--- src/hdl/stis_pkg.sv ---
// Package for the square-wave tone I2S serializer: field widths, command codes,
// saturation limits, the start calculator's state type and its status struct.
// Depends on nothing; every other file of the block but stis_slot_if uses it.
package stis_pkg;

  // Field widths of the command and slot items.
  localparam int unsigned FREQ_W   = 16;
  localparam int unsigned MS_W     = 16;
  localparam int unsigned AMP_W    = 15;
  localparam int unsigned SAMPLE_W = 16;

  // Tone state widths.
  localparam int unsigned HALF_W  = 12;
  localparam int unsigned COUNT_W = 20;
  localparam int unsigned SLOT_W  = 5;

  // Divisor register width: twice a 16-bit frequency.
  localparam int unsigned DVS_W = FREQ_W + 1;

  // Configuration port.
  localparam int unsigned APB_ADDR_W = 3;
  localparam int unsigned APB_DATA_W = 32;
  localparam logic        REG_AMPLITUDE = 1'b0;

  // Command codes.
  localparam logic CMD_START = 1'b0;
  localparam logic CMD_TICK  = 1'b1;

  // Defaults and limits.
  localparam int unsigned        SAMPLE_RATE_DEFAULT = 8000;
  localparam int unsigned        MS_PER_S            = 1000;
  localparam logic [AMP_W-1:0]   AMP_RESET           = 15'h2000;
  localparam logic [HALF_W-1:0]  HALF_MAX            = 12'hFFF;
  localparam logic [COUNT_W-1:0] SAMPLES_MAX         = 20'hFFFFF;
  localparam logic [SLOT_W-1:0]  SLOT_LAST           = 5'd31;

  typedef enum logic [2:0] {
    CALC_IDLE,
    CALC_DIV_HALF,
    CALC_SETUP_COUNT,
    CALC_DIV_COUNT,
    CALC_LOAD
  } stis_calc_state_t;

  // Status of the start calculator as seen by the top level.
  typedef struct packed {
    logic               busy;
    logic               load;
    logic [HALF_W-1:0]  half;
    logic [COUNT_W-1:0] count;
  } stis_calc_stat_t;

endpackage

--- src/hdl/stis_cmd_if.sv ---
// Command channel of the tone serializer: valid/ready handshake carrying one
// start or tick item. Depends on stis_pkg for the field widths.
interface stis_cmd_if;
  logic                        valid;
  logic                        ready;
  logic                        cmd;
  logic [stis_pkg::FREQ_W-1:0] tone_freq;
  logic [stis_pkg::MS_W-1:0]   tone_ms;

  modport source (output valid, output cmd, output tone_freq, output tone_ms, input ready);
  modport sink   (input valid, input cmd, input tone_freq, input tone_ms, output ready);
endinterface

--- src/hdl/stis_slot_if.sv ---
// Slot channel of the tone serializer: valid/ready handshake carrying one
// I2S bit slot item. Depends on stis_pkg only through the users of the channel.
interface stis_slot_if;
  logic valid;
  logic ready;
  logic data_bit;
  logic word_select;
  logic playing;
  logic tone_done;

  modport source (output valid, output data_bit, output word_select, output playing,
                  output tone_done, input ready);
  modport sink   (input valid, input data_bit, input word_select, input playing,
                  input tone_done, output ready);
endinterface

--- src/hdl/stis_start_calc.sv ---
// Start calculator: bit-serial restoring divider and shift-add multiplier that
// derive the half period and the sample count of a tone. Depends on stis_pkg.
module stis_start_calc #(
  parameter int unsigned SAMPLE_RATE_HZ = stis_pkg::SAMPLE_RATE_DEFAULT
) (
  input  logic                             clk,
  input  logic                             rst,
  input  logic                             go,
  input  logic [stis_pkg::FREQ_W-1:0]      freq,
  input  logic [stis_pkg::MS_W-1:0]        ms,
  output stis_pkg::stis_calc_stat_t        stat
);

  localparam int unsigned RATE_W = $clog2(SAMPLE_RATE_HZ + 1);
  localparam int unsigned PROD_W = RATE_W + stis_pkg::MS_W;
  localparam int unsigned STEP_W = $clog2(PROD_W);
  localparam int unsigned DVS_W  = stis_pkg::DVS_W;
  localparam logic [PROD_W-1:0] RATE_EXT   = PROD_W'(SAMPLE_RATE_HZ);
  localparam logic [DVS_W-1:0]  MS_DIVISOR = DVS_W'(stis_pkg::MS_PER_S);
  localparam logic [STEP_W-1:0] LAST_STEP  = STEP_W'(PROD_W - 1);

  stis_pkg::stis_calc_state_t state, state_next;

  logic [STEP_W-1:0]           step;
  logic [DVS_W-1:0]            rem;
  logic [PROD_W-1:0]           quo;
  logic [DVS_W-1:0]            dvs;
  logic [PROD_W-1:0]           acc;
  logic [PROD_W-1:0]           mcand;
  logic [stis_pkg::MS_W-1:0]   mplier;
  logic [stis_pkg::HALF_W-1:0] half;

  logic [DVS_W:0]   rem_sh;
  logic [DVS_W+1:0] diff;
  logic             ge;

  // One restoring division step: bring down the next dividend bit.
  assign rem_sh = {rem, quo[PROD_W-1]};
  assign diff   = {1'b0, rem_sh} - {2'b00, dvs};
  assign ge     = ~diff[DVS_W+1];

  always_comb begin
    state_next = state;
    case (state)
      stis_pkg::CALC_IDLE: begin
        if (go) state_next = stis_pkg::CALC_DIV_HALF;
      end
      stis_pkg::CALC_DIV_HALF: begin
        if (step == LAST_STEP) state_next = stis_pkg::CALC_SETUP_COUNT;
      end
      stis_pkg::CALC_SETUP_COUNT: begin
        // A zero half period rejects the start without touching the tone.
        if (quo == '0) state_next = stis_pkg::CALC_IDLE;
        else state_next = stis_pkg::CALC_DIV_COUNT;
      end
      stis_pkg::CALC_DIV_COUNT: begin
        if (step == LAST_STEP) state_next = stis_pkg::CALC_LOAD;
      end
      stis_pkg::CALC_LOAD: begin
        state_next = stis_pkg::CALC_IDLE;
      end
      default: state_next = stis_pkg::CALC_IDLE;
    endcase
  end

  always_comb begin
    stat.busy  = 1'b1;
    stat.load  = 1'b0;
    stat.half  = half;
    stat.count = (|quo[PROD_W-1:stis_pkg::COUNT_W]) ? stis_pkg::SAMPLES_MAX
                                                    : quo[stis_pkg::COUNT_W-1:0];
    case (state)
      stis_pkg::CALC_IDLE: stat.busy = 1'b0;
      stis_pkg::CALC_LOAD: stat.load = 1'b1;
      default: stat.busy = 1'b1;
    endcase
  end

  always_ff @(posedge clk) begin
    if (rst) begin
      state <= stis_pkg::CALC_IDLE;
    end else begin
      state <= state_next;
    end
  end

  always_ff @(posedge clk) begin
    case (state)
      stis_pkg::CALC_IDLE: begin
        if (go) begin
          quo    <= RATE_EXT;
          rem    <= '0;
          dvs    <= {freq, 1'b0};
          mcand  <= RATE_EXT;
          mplier <= ms;
          acc    <= '0;
          step   <= '0;
        end
      end
      stis_pkg::CALC_DIV_HALF: begin
        // The rate-times-duration product is built alongside the first division.
        rem    <= ge ? diff[DVS_W-1:0] : rem_sh[DVS_W-1:0];
        quo    <= {quo[PROD_W-2:0], ge};
        step   <= step + 1'b1;
        if (mplier[0]) acc <= acc + mcand;
        mcand  <= {mcand[PROD_W-2:0], 1'b0};
        mplier <= {1'b0, mplier[stis_pkg::MS_W-1:1]};
      end
      stis_pkg::CALC_SETUP_COUNT: begin
        half <= (|quo[PROD_W-1:stis_pkg::HALF_W]) ? stis_pkg::HALF_MAX
                                                 : quo[stis_pkg::HALF_W-1:0];
        quo  <= acc;
        rem  <= '0;
        dvs  <= MS_DIVISOR;
        step <= '0;
      end
      stis_pkg::CALC_DIV_COUNT: begin
        rem  <= ge ? diff[DVS_W-1:0] : rem_sh[DVS_W-1:0];
        quo  <= {quo[PROD_W-2:0], ge};
        step <= step + 1'b1;
      end
      default: begin
      end
    endcase
  end

endmodule

--- src/hdl/square_tone_i2s_serializer_unit.sv ---
// Top level of the square-wave tone I2S serializer: command and slot channels,
// APB amplitude register and the bit-slot sequencer. Depends on stis_pkg,
// stis_cmd_if, stis_slot_if and stis_start_calc.
//
// The block plays a square-wave tone as 16-bit stereo I2S, one bit slot per
// tick item on the command channel, and returns one slot item per tick with
// the data bit, word select, a playing flag and a flag on the tone's final
// slot. A tick is accepted whenever the start calculator is idle and the slot
// output register is empty or being emptied, so ticks may arrive on consecutive
// cycles. A start item with a non-zero frequency and duration launches the start
// calculator, a shared bit-serial restoring divider with a shift-add multiplier
// running beside it: it divides the sample rate by twice the frequency, then
// the rate-times-duration product by 1000, one quotient bit per cycle. The
// command channel then stays closed while those two divisions run; when the
// first division gives a zero half period the start is dropped after it. A start
// with a zero frequency or duration is absorbed without launching the calculator.
// The new tone replaces any tone that was playing. Samples go out MSB first
// from a 15-bit shift register that is reloaded at the first slot of each
// channel word. The amplitude register is to be written through the APB port
// only while no item is in progress; the block itself does not enforce this.
module square_tone_i2s_serializer_unit #(
  parameter int unsigned SAMPLE_RATE_HZ = stis_pkg::SAMPLE_RATE_DEFAULT
) (
  input  logic                                clk,
  input  logic                                rst,
  stis_cmd_if.sink                            command,
  stis_slot_if.source                         slot,
  input  logic                                psel,
  input  logic                                penable,
  input  logic                                pwrite,
  input  logic [stis_pkg::APB_ADDR_W-1:0]     paddr,
  input  logic [stis_pkg::APB_DATA_W-1:0]     pwdata,
  output logic [stis_pkg::APB_DATA_W-1:0]     prdata,
  output logic                                pready
);

  // Configuration and tone state.
  logic [stis_pkg::AMP_W-1:0]   amplitude;
  logic                         active;
  logic [stis_pkg::COUNT_W-1:0] samples_left;
  logic [stis_pkg::HALF_W-1:0]  half_period_len;
  logic [stis_pkg::HALF_W-1:0]  phase_count;
  logic                         level_high;
  logic [stis_pkg::SLOT_W-1:0]  bit_slot;
  logic                         ws_level;
  logic [stis_pkg::AMP_W-1:0]   word_sr;

  // Slot output register.
  logic out_valid;
  logic out_data;
  logic out_ws;
  logic out_playing;
  logic out_done;

  stis_pkg::stis_calc_stat_t calc_stat;

  logic                          tick_acc;
  logic                          start_acc;
  logic                          go;
  logic                          cfg_write;
  logic [stis_pkg::SAMPLE_W-1:0] sample;
  logic                          slot_last;
  logic                          word_first;
  logic                          word_last;
  logic                          data_now;
  logic                          ws_now;
  logic [stis_pkg::HALF_W-1:0]   phase_inc;
  logic                          phase_wrap;
  logic                          last_sample;

  // The command channel opens only when the calculator is idle and the slot
  // register can take a new item.
  assign command.ready = ~calc_stat.busy & (~out_valid | slot.ready);
  assign tick_acc  = command.valid & command.ready & (command.cmd == stis_pkg::CMD_TICK);
  assign start_acc = command.valid & command.ready & (command.cmd == stis_pkg::CMD_START);
  assign go        = start_acc & (command.tone_freq != '0) & (command.tone_ms != '0);

  assign cfg_write = psel & penable & pwrite & pready;
  assign pready    = 1'b1;
  assign prdata    = (paddr[2] == stis_pkg::REG_AMPLITUDE)
                     ? stis_pkg::APB_DATA_W'(amplitude) : '0;

  stis_start_calc #(
    .SAMPLE_RATE_HZ(SAMPLE_RATE_HZ)
  ) u_calc (
    .clk (clk),
    .rst (rst),
    .go  (go),
    .freq(command.tone_freq),
    .ms  (command.tone_ms),
    .stat(calc_stat)
  );

  // Sample is the amplitude or its two's complement negation in 16 bits.
  assign sample = level_high ? {1'b0, amplitude} : (~{1'b0, amplitude} + 16'd1);

  assign slot_last   = (bit_slot == stis_pkg::SLOT_LAST);
  assign word_first  = (bit_slot[3:0] == 4'h0);
  assign word_last   = (bit_slot[3:0] == 4'hF);
  assign data_now    = word_first ? sample[stis_pkg::SAMPLE_W-1] : word_sr[stis_pkg::AMP_W-1];
  // Word select moves to the channel number on the last bit of each word.
  assign ws_now      = word_last ? bit_slot[4] : ws_level;
  assign phase_inc   = phase_count + 1'b1;
  assign phase_wrap  = (phase_inc >= half_period_len);
  assign last_sample = (samples_left == stis_pkg::COUNT_W'(1));

  always_ff @(posedge clk) begin
    if (rst) begin
      amplitude       <= stis_pkg::AMP_RESET;
      active          <= 1'b0;
      samples_left    <= '0;
      half_period_len <= '0;
      phase_count     <= '0;
      level_high      <= 1'b1;
      bit_slot        <= '0;
      ws_level        <= 1'b0;
      out_valid       <= 1'b0;
    end else begin
      if (cfg_write && (paddr[2] == stis_pkg::REG_AMPLITUDE)) begin
        amplitude <= pwdata[stis_pkg::AMP_W-1:0];
      end

      if (tick_acc) begin
        out_valid <= 1'b1;
      end else if (slot.ready) begin
        out_valid <= 1'b0;
      end

      if (calc_stat.load) begin
        // A start restarts the tone from the top of a high half period.
        half_period_len <= calc_stat.half;
        samples_left    <= calc_stat.count;
        phase_count     <= '0;
        level_high      <= 1'b1;
        bit_slot        <= '0;
        active          <= (calc_stat.count != '0);
      end else if (tick_acc && active) begin
        ws_level <= ws_now;
        if (slot_last) begin
          // End of a stereo sample: step the phase and the sample count.
          bit_slot     <= '0;
          samples_left <= samples_left - 1'b1;
          phase_count  <= phase_wrap ? '0 : phase_inc;
          if (phase_wrap) level_high <= ~level_high;
          if (last_sample) active <= 1'b0;
        end else begin
          bit_slot <= bit_slot + 1'b1;
        end
      end
    end
  end

  // Payload and data shift register carry no reset.
  always_ff @(posedge clk) begin
    if (tick_acc) begin
      out_data    <= active & data_now;
      out_ws      <= active ? ws_now : ws_level;
      out_playing <= active;
      out_done    <= active & slot_last & last_sample;
      if (active) begin
        word_sr <= word_first ? sample[stis_pkg::AMP_W-1:0]
                              : {word_sr[stis_pkg::AMP_W-2:0], 1'b0};
      end
    end
  end

  assign slot.valid       = out_valid;
  assign slot.data_bit    = out_data;
  assign slot.word_select = out_ws;
  assign slot.playing     = out_playing;
  assign slot.tone_done   = out_done;

  // A playing tone always has at least one sample still to send.
  a_active_has_samples: assert property (@(posedge clk) disable iff (rst)
    active |-> (samples_left != '0))
    else $error("active tone with no samples left");

  // The phase counter stays below the half period while a tone plays.
  a_phase_in_range: assert property (@(posedge clk) disable iff (rst)
    active |-> (phase_count < half_period_len))
    else $error("phase counter reached the half period");

  // Between tones the slot counter rests at the first slot.
  a_idle_slot_zero: assert property (@(posedge clk) disable iff (rst)
    !active |-> (bit_slot == '0))
    else $error("slot counter moved while idle");

  // A held final slot means the tone has ended and nothing has restarted it.
  a_done_ends_tone: assert property (@(posedge clk) disable iff (rst)
    (out_valid && out_done) |-> !active)
    else $error("tone still active after its final slot");

  // The calculator only finishes when the command channel is closed.
  a_load_blocks_items: assert property (@(posedge clk) disable iff (rst)
    calc_stat.load |-> !(tick_acc || start_acc))
    else $error("item accepted while a start was being loaded");

endmodule

--- src/flat_wrapper.sv ---
// flat-port wrapper written by rule: the top's interface ports become plain ports
module square_tone_i2s_serializer_unit_flat 
#(
  parameter int unsigned SAMPLE_RATE_HZ = stis_pkg::SAMPLE_RATE_DEFAULT
)
  (clk, rst, psel, penable, pwrite, paddr, pwdata, prdata, pready, command_valid, command_cmd, command_tone_freq, command_tone_ms, command_ready, slot_valid, slot_data_bit, slot_word_select, slot_playing, slot_tone_done, slot_ready);
  stis_cmd_if command_i ();
  stis_slot_if slot_i ();
  input  logic clk;
  input  logic rst;
  input  logic psel;
  input  logic penable;
  input  logic pwrite;
  input  logic [stis_pkg::APB_ADDR_W-1:0] paddr;
  input  logic [stis_pkg::APB_DATA_W-1:0] pwdata;
  output logic [stis_pkg::APB_DATA_W-1:0] prdata;
  output logic pready;
  input wire logic [$bits(command_i.valid)-1:0] command_valid;
  input wire logic [$bits(command_i.cmd)-1:0] command_cmd;
  input wire logic [$bits(command_i.tone_freq)-1:0] command_tone_freq;
  input wire logic [$bits(command_i.tone_ms)-1:0] command_tone_ms;
  output wire logic [$bits(command_i.ready)-1:0] command_ready;
  output wire logic [$bits(slot_i.valid)-1:0] slot_valid;
  output wire logic [$bits(slot_i.data_bit)-1:0] slot_data_bit;
  output wire logic [$bits(slot_i.word_select)-1:0] slot_word_select;
  output wire logic [$bits(slot_i.playing)-1:0] slot_playing;
  output wire logic [$bits(slot_i.tone_done)-1:0] slot_tone_done;
  input wire logic [$bits(slot_i.ready)-1:0] slot_ready;
  assign command_i.valid = command_valid;
  assign command_i.cmd = command_cmd;
  assign command_i.tone_freq = command_tone_freq;
  assign command_i.tone_ms = command_tone_ms;
  assign command_ready = command_i.ready;
  assign slot_valid = slot_i.valid;
  assign slot_data_bit = slot_i.data_bit;
  assign slot_word_select = slot_i.word_select;
  assign slot_playing = slot_i.playing;
  assign slot_tone_done = slot_i.tone_done;
  assign slot_i.ready = slot_ready;
  square_tone_i2s_serializer_unit #(.SAMPLE_RATE_HZ(SAMPLE_RATE_HZ)) u_core (.clk(clk), .rst(rst), .command(command_i), .slot(slot_i), .psel(psel), .penable(penable), .pwrite(pwrite), .paddr(paddr), .pwdata(pwdata), .prdata(prdata), .pready(pready));
endmodule
--- config.mk ---
export PLATFORM = sky130hd
export DESIGN_NAME = square_tone_i2s_serializer_unit_flat
export DESIGN_NICKNAME = d
export VERILOG_FILES = /design/src/hdl/stis_pkg.sv /design/src/hdl/stis_cmd_if.sv /design/src/hdl/stis_slot_if.sv /design/src/hdl/stis_start_calc.sv /design/src/hdl/square_tone_i2s_serializer_unit.sv /design/src/flat_wrapper.sv
export SDC_FILE = /design/constraint.sdc
export NUM_CORES = 1
export LEC_CHECK = 0
export ABC_AREA = 1
export BUFFER_PORTS_ARGS = -buffer_cell sky130_fd_sc_hd__buf_2
export CAP_MARGIN = 20
export CORE_UTILIZATION = 35
export CTS_CLUSTER_DIAMETER = 30
export DETAILED_ROUTE_END_ITERATION = 8
export PLACE_DENSITY = 0.5
export SETUP_SLACK_MARGIN = 0.5
export SYNTH_ARGS = -nofsm -noshare
export SYNTH_HDL_FRONTEND = slang
export SYNTH_SLANG_ARGS = --single-unit
--- constraint.sdc ---
create_clock -name clk -period 5.6 [get_ports clk]
set_input_delay 0.28 -clock clk [delete_from_list [all_inputs] [get_ports clk]]
set_output_delay 0.28 -clock clk [all_outputs]
set_load 0.03 [all_outputs]
# == Yosys cells after proc, flatten, opt, wreduce, memory -nomap -nowiden ==
# Index checks and enable logic that the tools add are counted.
# word_totals
reg_bits,244
in_bits,75
out_inout_bits,39
word_cells,132
# op_classes
addsub,7
order_cmp,1
eq_ne,12
muxes,39
bitwise,19
n_reduce_logical,30
# op_table
cell,n
$pmux 29 s2,2
$mux 29,3
$pmux 29 s3,1
$mux 20,4
$mux 17,3
$pmux 17 s3,1
$pmux 17 s2,1
$mux 16,2
$pmux 16 s2,1
$reduce_bool 16->1,2
$mux 15,2
$add 29x29->29,1
$logic_not 29->1,1
$eq 20x1->1 const B,1
$reduce_bool 20->1,1
$sub 20x1->20 const B,1
$sub 18x17->19,1
$reduce_or 17->1,1
$add 16x1->16 const B,1
$not 15->16,1
$pmux 5 s3,1
$reduce_and 2->1,7
$add 12x1->12 const B,1
$ge 12x12->1,1
25 further kinds,67

# == Logic depth before layout (Yosys ltp) ==
# logic_depth
ltp_word,9
depth_mapped,17

# == Modules after synthesis ==
# Synthesis repeated with hierarchy kept, for this count alone.
# unflattened
cells_unflattened,1795
hier_area_um2,13799.5
# by_module_without_submodules
module,instances,cells_per_inst,area_each_um2,seq_area_each_um2
stis_start_calc,1,1065,8633.3,4294.1
square_tone_i2s_serializer_unit,1,730,5166.2,1931.9

# == Worst setup path before layout ==
# No wires, ideal clock.
# synth_timing
path_kind,reg2reg
start,register u_core.u_calc.state[0]
end,"register u_core.u_calc.quo[0], enable pin"
setup_ns,0.530
arrival_time_ns,4.204
required_ns,5.070
setup_slack_ns,0.866
path_stages_with_launch,5
n_path_buf,0
cell_sequence,dfxtp_1 -> inv_2 -> nand2_1 -> inv_1 -> o21ai_0
# synth_between
elab_chain_len,8
word_cells_on_any_way,13
# synth_rtl
element,line_no,text
from (decl),stis_start_calc.sv:22,"stis_pkg::stis_calc_state_t state, state_next;"
from (signal assigned),stis_start_calc.sv:81,state <= stis_pkg::CALC_IDLE;
from (signal assigned),stis_start_calc.sv:83,state <= state_next;
$logic_not 3->1,"stis_start_calc.sv:72, stis_start_calc.sv:88",
$and 1x1->1,square_tone_i2s_serializer_unit.sv:73,assign command.ready = ~calc_stat.busy & (~out_valid | slot.ready);
$and 1x1->1 (2 in series),square_tone_i2s_serializer_unit.sv:75,assign start_acc = command.valid & command.ready & (command.cmd == stis_pkg::CMD_START);
$and 1x1->1 (2 in series),square_tone_i2s_serializer_unit.sv:76,assign go = start_acc & (command.tone_freq != '0) & (command.tone_ms != '0);
$ne 2x1->1 (no line),--,
$reduce_and 2->1 (no line) (*),--,
to (signal assigned),stis_start_calc.sv:103,"quo <= {quo[PROD_W-2:0], ge};"
to (signal assigned),stis_start_calc.sv:119,"quo <= {quo[PROD_W-2:0], ge};"
to (decl),stis_start_calc.sv:26,logic [PROD_W-1:0] quo;
# Every way passes the cells marked *; elsewhere a longest branch is shown, timed or not.
# A chain may end at the register's enable or synchronous reset.

# == Final worst setup path ==
# layout_timing
start,register u_core.u_calc.state[2]
end,"register u_core.u_calc.mplier[15] (netlist name), enable pin"
# layout_between
elab_chain_len,8
word_cells_on_any_way,10
# layout_rtl
element,line_no,text
$logic_not 3->1,"stis_start_calc.sv:72, stis_start_calc.sv:88",
$and 1x1->1,square_tone_i2s_serializer_unit.sv:73,
$and 1x1->1 (2 in series),square_tone_i2s_serializer_unit.sv:75,
$and 1x1->1 (2 in series),square_tone_i2s_serializer_unit.sv:76,
$ne 2x1->1 (no line),--,
$reduce_and 2->1 (no line) (*),--,
to (signal assigned),stis_start_calc.sv:95,mplier <= ms;
to (signal assigned),stis_start_calc.sv:107,"mplier <= {1'b0, mplier[stis_pkg::MS_W-1:1]};"
to (decl),stis_start_calc.sv:30,logic [stis_pkg::MS_W-1:0] mplier;
# Marked as above.

==> impl_metrics.env <==
export IMPL_status="finished, final reports clean"
export IMPL_cp_slowest_stage_delay_ns=0.77
export IMPL_fin_setup_tns_ns=0
export IMPL_hold_start="pwdata[14]"
export IMPL_end_kind="register"
export IMPL_use_met2_pct=29.3
export IMPL_ys_types=45
export IMPL_initial_core_util_pct=35.7
export IMPL_grt_use_met1_pct=23.3
export IMPL_hold_depth=3
export IMPL_tightestPinTransition_ns=0.975
export IMPL_ctsHtreeMaxLevel=3
export IMPL_dp_hpwl_um=24600
export IMPL_multiInputGateArea_um2=6080
export IMPL_synth_xor_area_share_pct=1.43
export IMPL_critPathMostFrequentCell="inv_2"
export IMPL_timing_final_ws_setup_ns=2.42
export IMPL_dieArea_um2=39400
export IMPL_ys_ff_latch=231
export IMPL_grt_usage_pct=18.2
export IMPL_most_common_layout_cells="446 x nand2_1, 240 x nor2_1, 238 x inv_1, 160 x edfxtp_1, 104 x a21oi_1"
export IMPL_maxCapViolCount=0
export IMPL_vias=11600
export IMPL_regToRegStartpoint="u_core.u_calc.state[2]"
export IMPL_synthTopCellsByArea="edfxtp_1 36%, nand2_1 12%, dfxtp_1 11%"
export IMPL_muxShareOfSynthArea_pct=0
export IMPL_synth_area_per_cell_um2=7.75
export IMPL_pre_cts_ws_ns=2.30
export IMPL_io_pins=114
export IMPL_wl_per_cell_um=14.3
export IMPL_p_total_uw=9030
export IMPL_maxSlewViolCount=0
export IMPL_fillers=3851
export IMPL_finalClockSkew_ns=0.0206
export IMPL_critPathArrivalTime_ns=3.24
export IMPL_ys_seq_area_share_pct=46.1
export IMPL_synth_top_area_share_pct=35.6
export IMPL_synth_compound_area_share_pct=10.2
export IMPL_required_ns=5.66
export IMPL_area_delta_synth_final_pct=25.6
export IMPL_slew_headroom_pct=34.7
export IMPL_finalCriticalPeriod_ns=3.18
export IMPL_antenna_cells=0
export IMPL_worstSkewPairLatency_ns=0.57
export IMPL_grt_pass1_wl_um=56500
export IMPL_synthCells=1742
export IMPL_cts_setup_buffers=0
export IMPL_rows=71
export IMPL_drtPass1Iterations=7
export IMPL_reg2regPathDepth=6
export IMPL_vias_per_cell=4.74
export IMPL_nets=2009
export IMPL_cts_buffers=69
export IMPL_cts_tree="done"
export IMPL_fin_crit_sh_pct=56.8
export IMPL_cts_buffer_depth=3
export IMPL_netlist_area_um2=13500
export IMPL_crit_path_start_kind="register"
export IMPL_met3_usage_pct=4.09
export IMPL_cts_sinks=231
export IMPL_die_height_um=198
export IMPL_final_seq_area_um2=6230
export IMPL_stdcell_area_um2=17000
export IMPL_hold_viol_final=0
export IMPL_async_flop_share_pct=0
export IMPL_layout_drive_gt1_share_pct=11.8
export IMPL_min_delay_path_class="primary input to register"
export IMPL_synth_top_family_by_area="simple AND/OR/NAND/NOR gates"
export IMPL_final_common_cell="nand2_1"
export IMPL_rrSetupSlack_ns=2.42
export IMPL_busiest_layer="met2"
export IMPL_yosys_area_top_type="edfxtp_1"
export IMPL_grt_overflow_total=0
export IMPL_r2r_end="u_core.u_calc.mplier[15]"
export IMPL_critPathLaunch="u_core.u_calc.state[2]"
export IMPL_grt_pass1_vias=11300
export IMPL_cp_slowest_cell="nand2_2"
export IMPL_irDropWorstVdd_v=0.000323
export IMPL_place_congestion=0.852
export IMPL_antenna_found_initial=1
export IMPL_dp_cells=2288
export IMPL_dpl_cell_area_um2=14300
export IMPL_cp_cell_sequence="nor2_4 -> inv_2 -> nor2_2 -> buf_4 -> inv_2 -> nand2_2"
export IMPL_path_max_fanout=42
export IMPL_root_buffer="clkbuf_16"
export IMPL_setup_viol=0
export IMPL_cp_endpoint="u_core.u_calc.mplier[15]"
export IMPL_synth_adder_area_share_pct=5.77
export IMPL_grt_max_degree=43
export IMPL_fmax_ghz=0.315
export IMPL_synth_warnings=0
export IMPL_drt_wl_total_um=34800
export IMPL_rsz0062_at_grt="false"
export IMPL_ys_flop_type="edfxtp_1"
export IMPL_ant_nets=0
export IMPL_layoutNonFillerInstCount=2440
export IMPL_worstSetupPathType="register to register"
export IMPL_clk_pin_slew_ns=0.04
export IMPL_die_x_um=198
export IMPL_powerDensity_nw_per_um2=533
export IMPL_synth_edf_count=160
export IMPL_synth_simple_gate_area_share_pct=27.0
export IMPL_drt_iter0_drc=621
export IMPL_io_buffers=76
export IMPL_drc_errors=0
export IMPL_coreArea_um2=37800
export IMPL_p_leak_uw=0.00771
[how the worst min path moves through the flow]
stage | endpoint
after floorplan | u_core.amplitude[13]
after global placement | u_core.half_period_len[3]
after detailed placement | u_core.half_period_len[2]
after CTS | u_core.amplitude[0]
after global routing | u_core.amplitude[14]
final | u_core.amplitude[14]
[power breakdown]
group	leakage [µW]	internal, µW	switching (µW)
clock network	0.00118	2830	1140
logic	0.00448	784	1680
registers	0.00205	2380	213
[cells in the mapped netlist (all sizes together), types with 9 or more instances]
cell	count
nand2	450
nor2	247
inv	243
edfxtp	160
o21ai	108
a21oi	105
nand3	98
dfxtp	71
ha	59
buf	42
nand4	34
clkbuf	21
nor3	17
a22o	14
xor2	12
or2	10
xnor2	10
o211ai	9
[cell families (layout without fill, tap and decap cells)]
| group | after synthesis | count (layout) |
|---|---|---|
| other | 2 | 18 |
| and+or+nand+nor | 867 | 867 |
| buffers and inverters | 307 | 478 |
| xor gates and xnor gates | 22 | 22 |
| DFF | 231 | 231 |
| AOI/OAI and AO/OA | 252 | 252 |
| adders and majority gates | 61 | 61 |
[critical path, delay by kind of cell, from the launching register on]
| kind | cells | cell delay [ns] |
|---|---|---|
| buf+inv | 3 | 1.20 |
| flops | 1 | 0.54 |
| simple gates | 3 | 0.91 |
[area by class of cell]
class                           instances  area share [%]
Timing Repair Buffer                  107            4.03
Multi-Input combinational cell       1220            35.9
Sequential cell                       231            36.7
Tap cell                              511            3.77
Clock inverter                         41            2.84
Clock buffer                           86            11.4
Inverter                              244            5.40
[flip-flops by register name, summed over array words and instances (netlist names), 12 cells and up]
| signal | cells |
|---|---|
| u_core.half_period_len | 12 |
| u_core.u_calc.acc | 23 |
| u_core.word_sr | 15 |
| u_core.u_calc.mplier | 16 |
| u_core.u_calc.dvs | 16 |
| u_core.u_calc.quo | 29 |
| u_core.u_calc.half | 12 |
| u_core.phase_count | 12 |
| u_core.u_calc.rem | 17 |
| u_core.u_calc.mcand | 23 |
| u_core.samples_left | 20 |
| u_core.amplitude | 15 |
[through the flow]
step                hold WS [ns]  utilization [%]
finish                    0.0228             44.8
floorplan                  0.410                -
detailed placement         0.438             37.7
global route              0.0255             44.8
global placement           0.434             37.7
CTS                      0.00163             44.7
[layer usage]
layer / vias to the layer above / routed length, µm / share of wire (%)
met1: 5300 / 16300 / 47
met4: 2 / 1050 / 3.0
met5: - / 18 / 0.052
met3: 90 / 1330 / 3.8
li1: 5960 / - / -
met2: 210 / 16100 / 46
[timing repair]
action / 4_1_cts / 5_1_grt
endpoints found under the hold margin: 24 / 0
resized for setup: 0 / 0
hold buffers: 24 / 0
(Power assumes the default switching activity.)
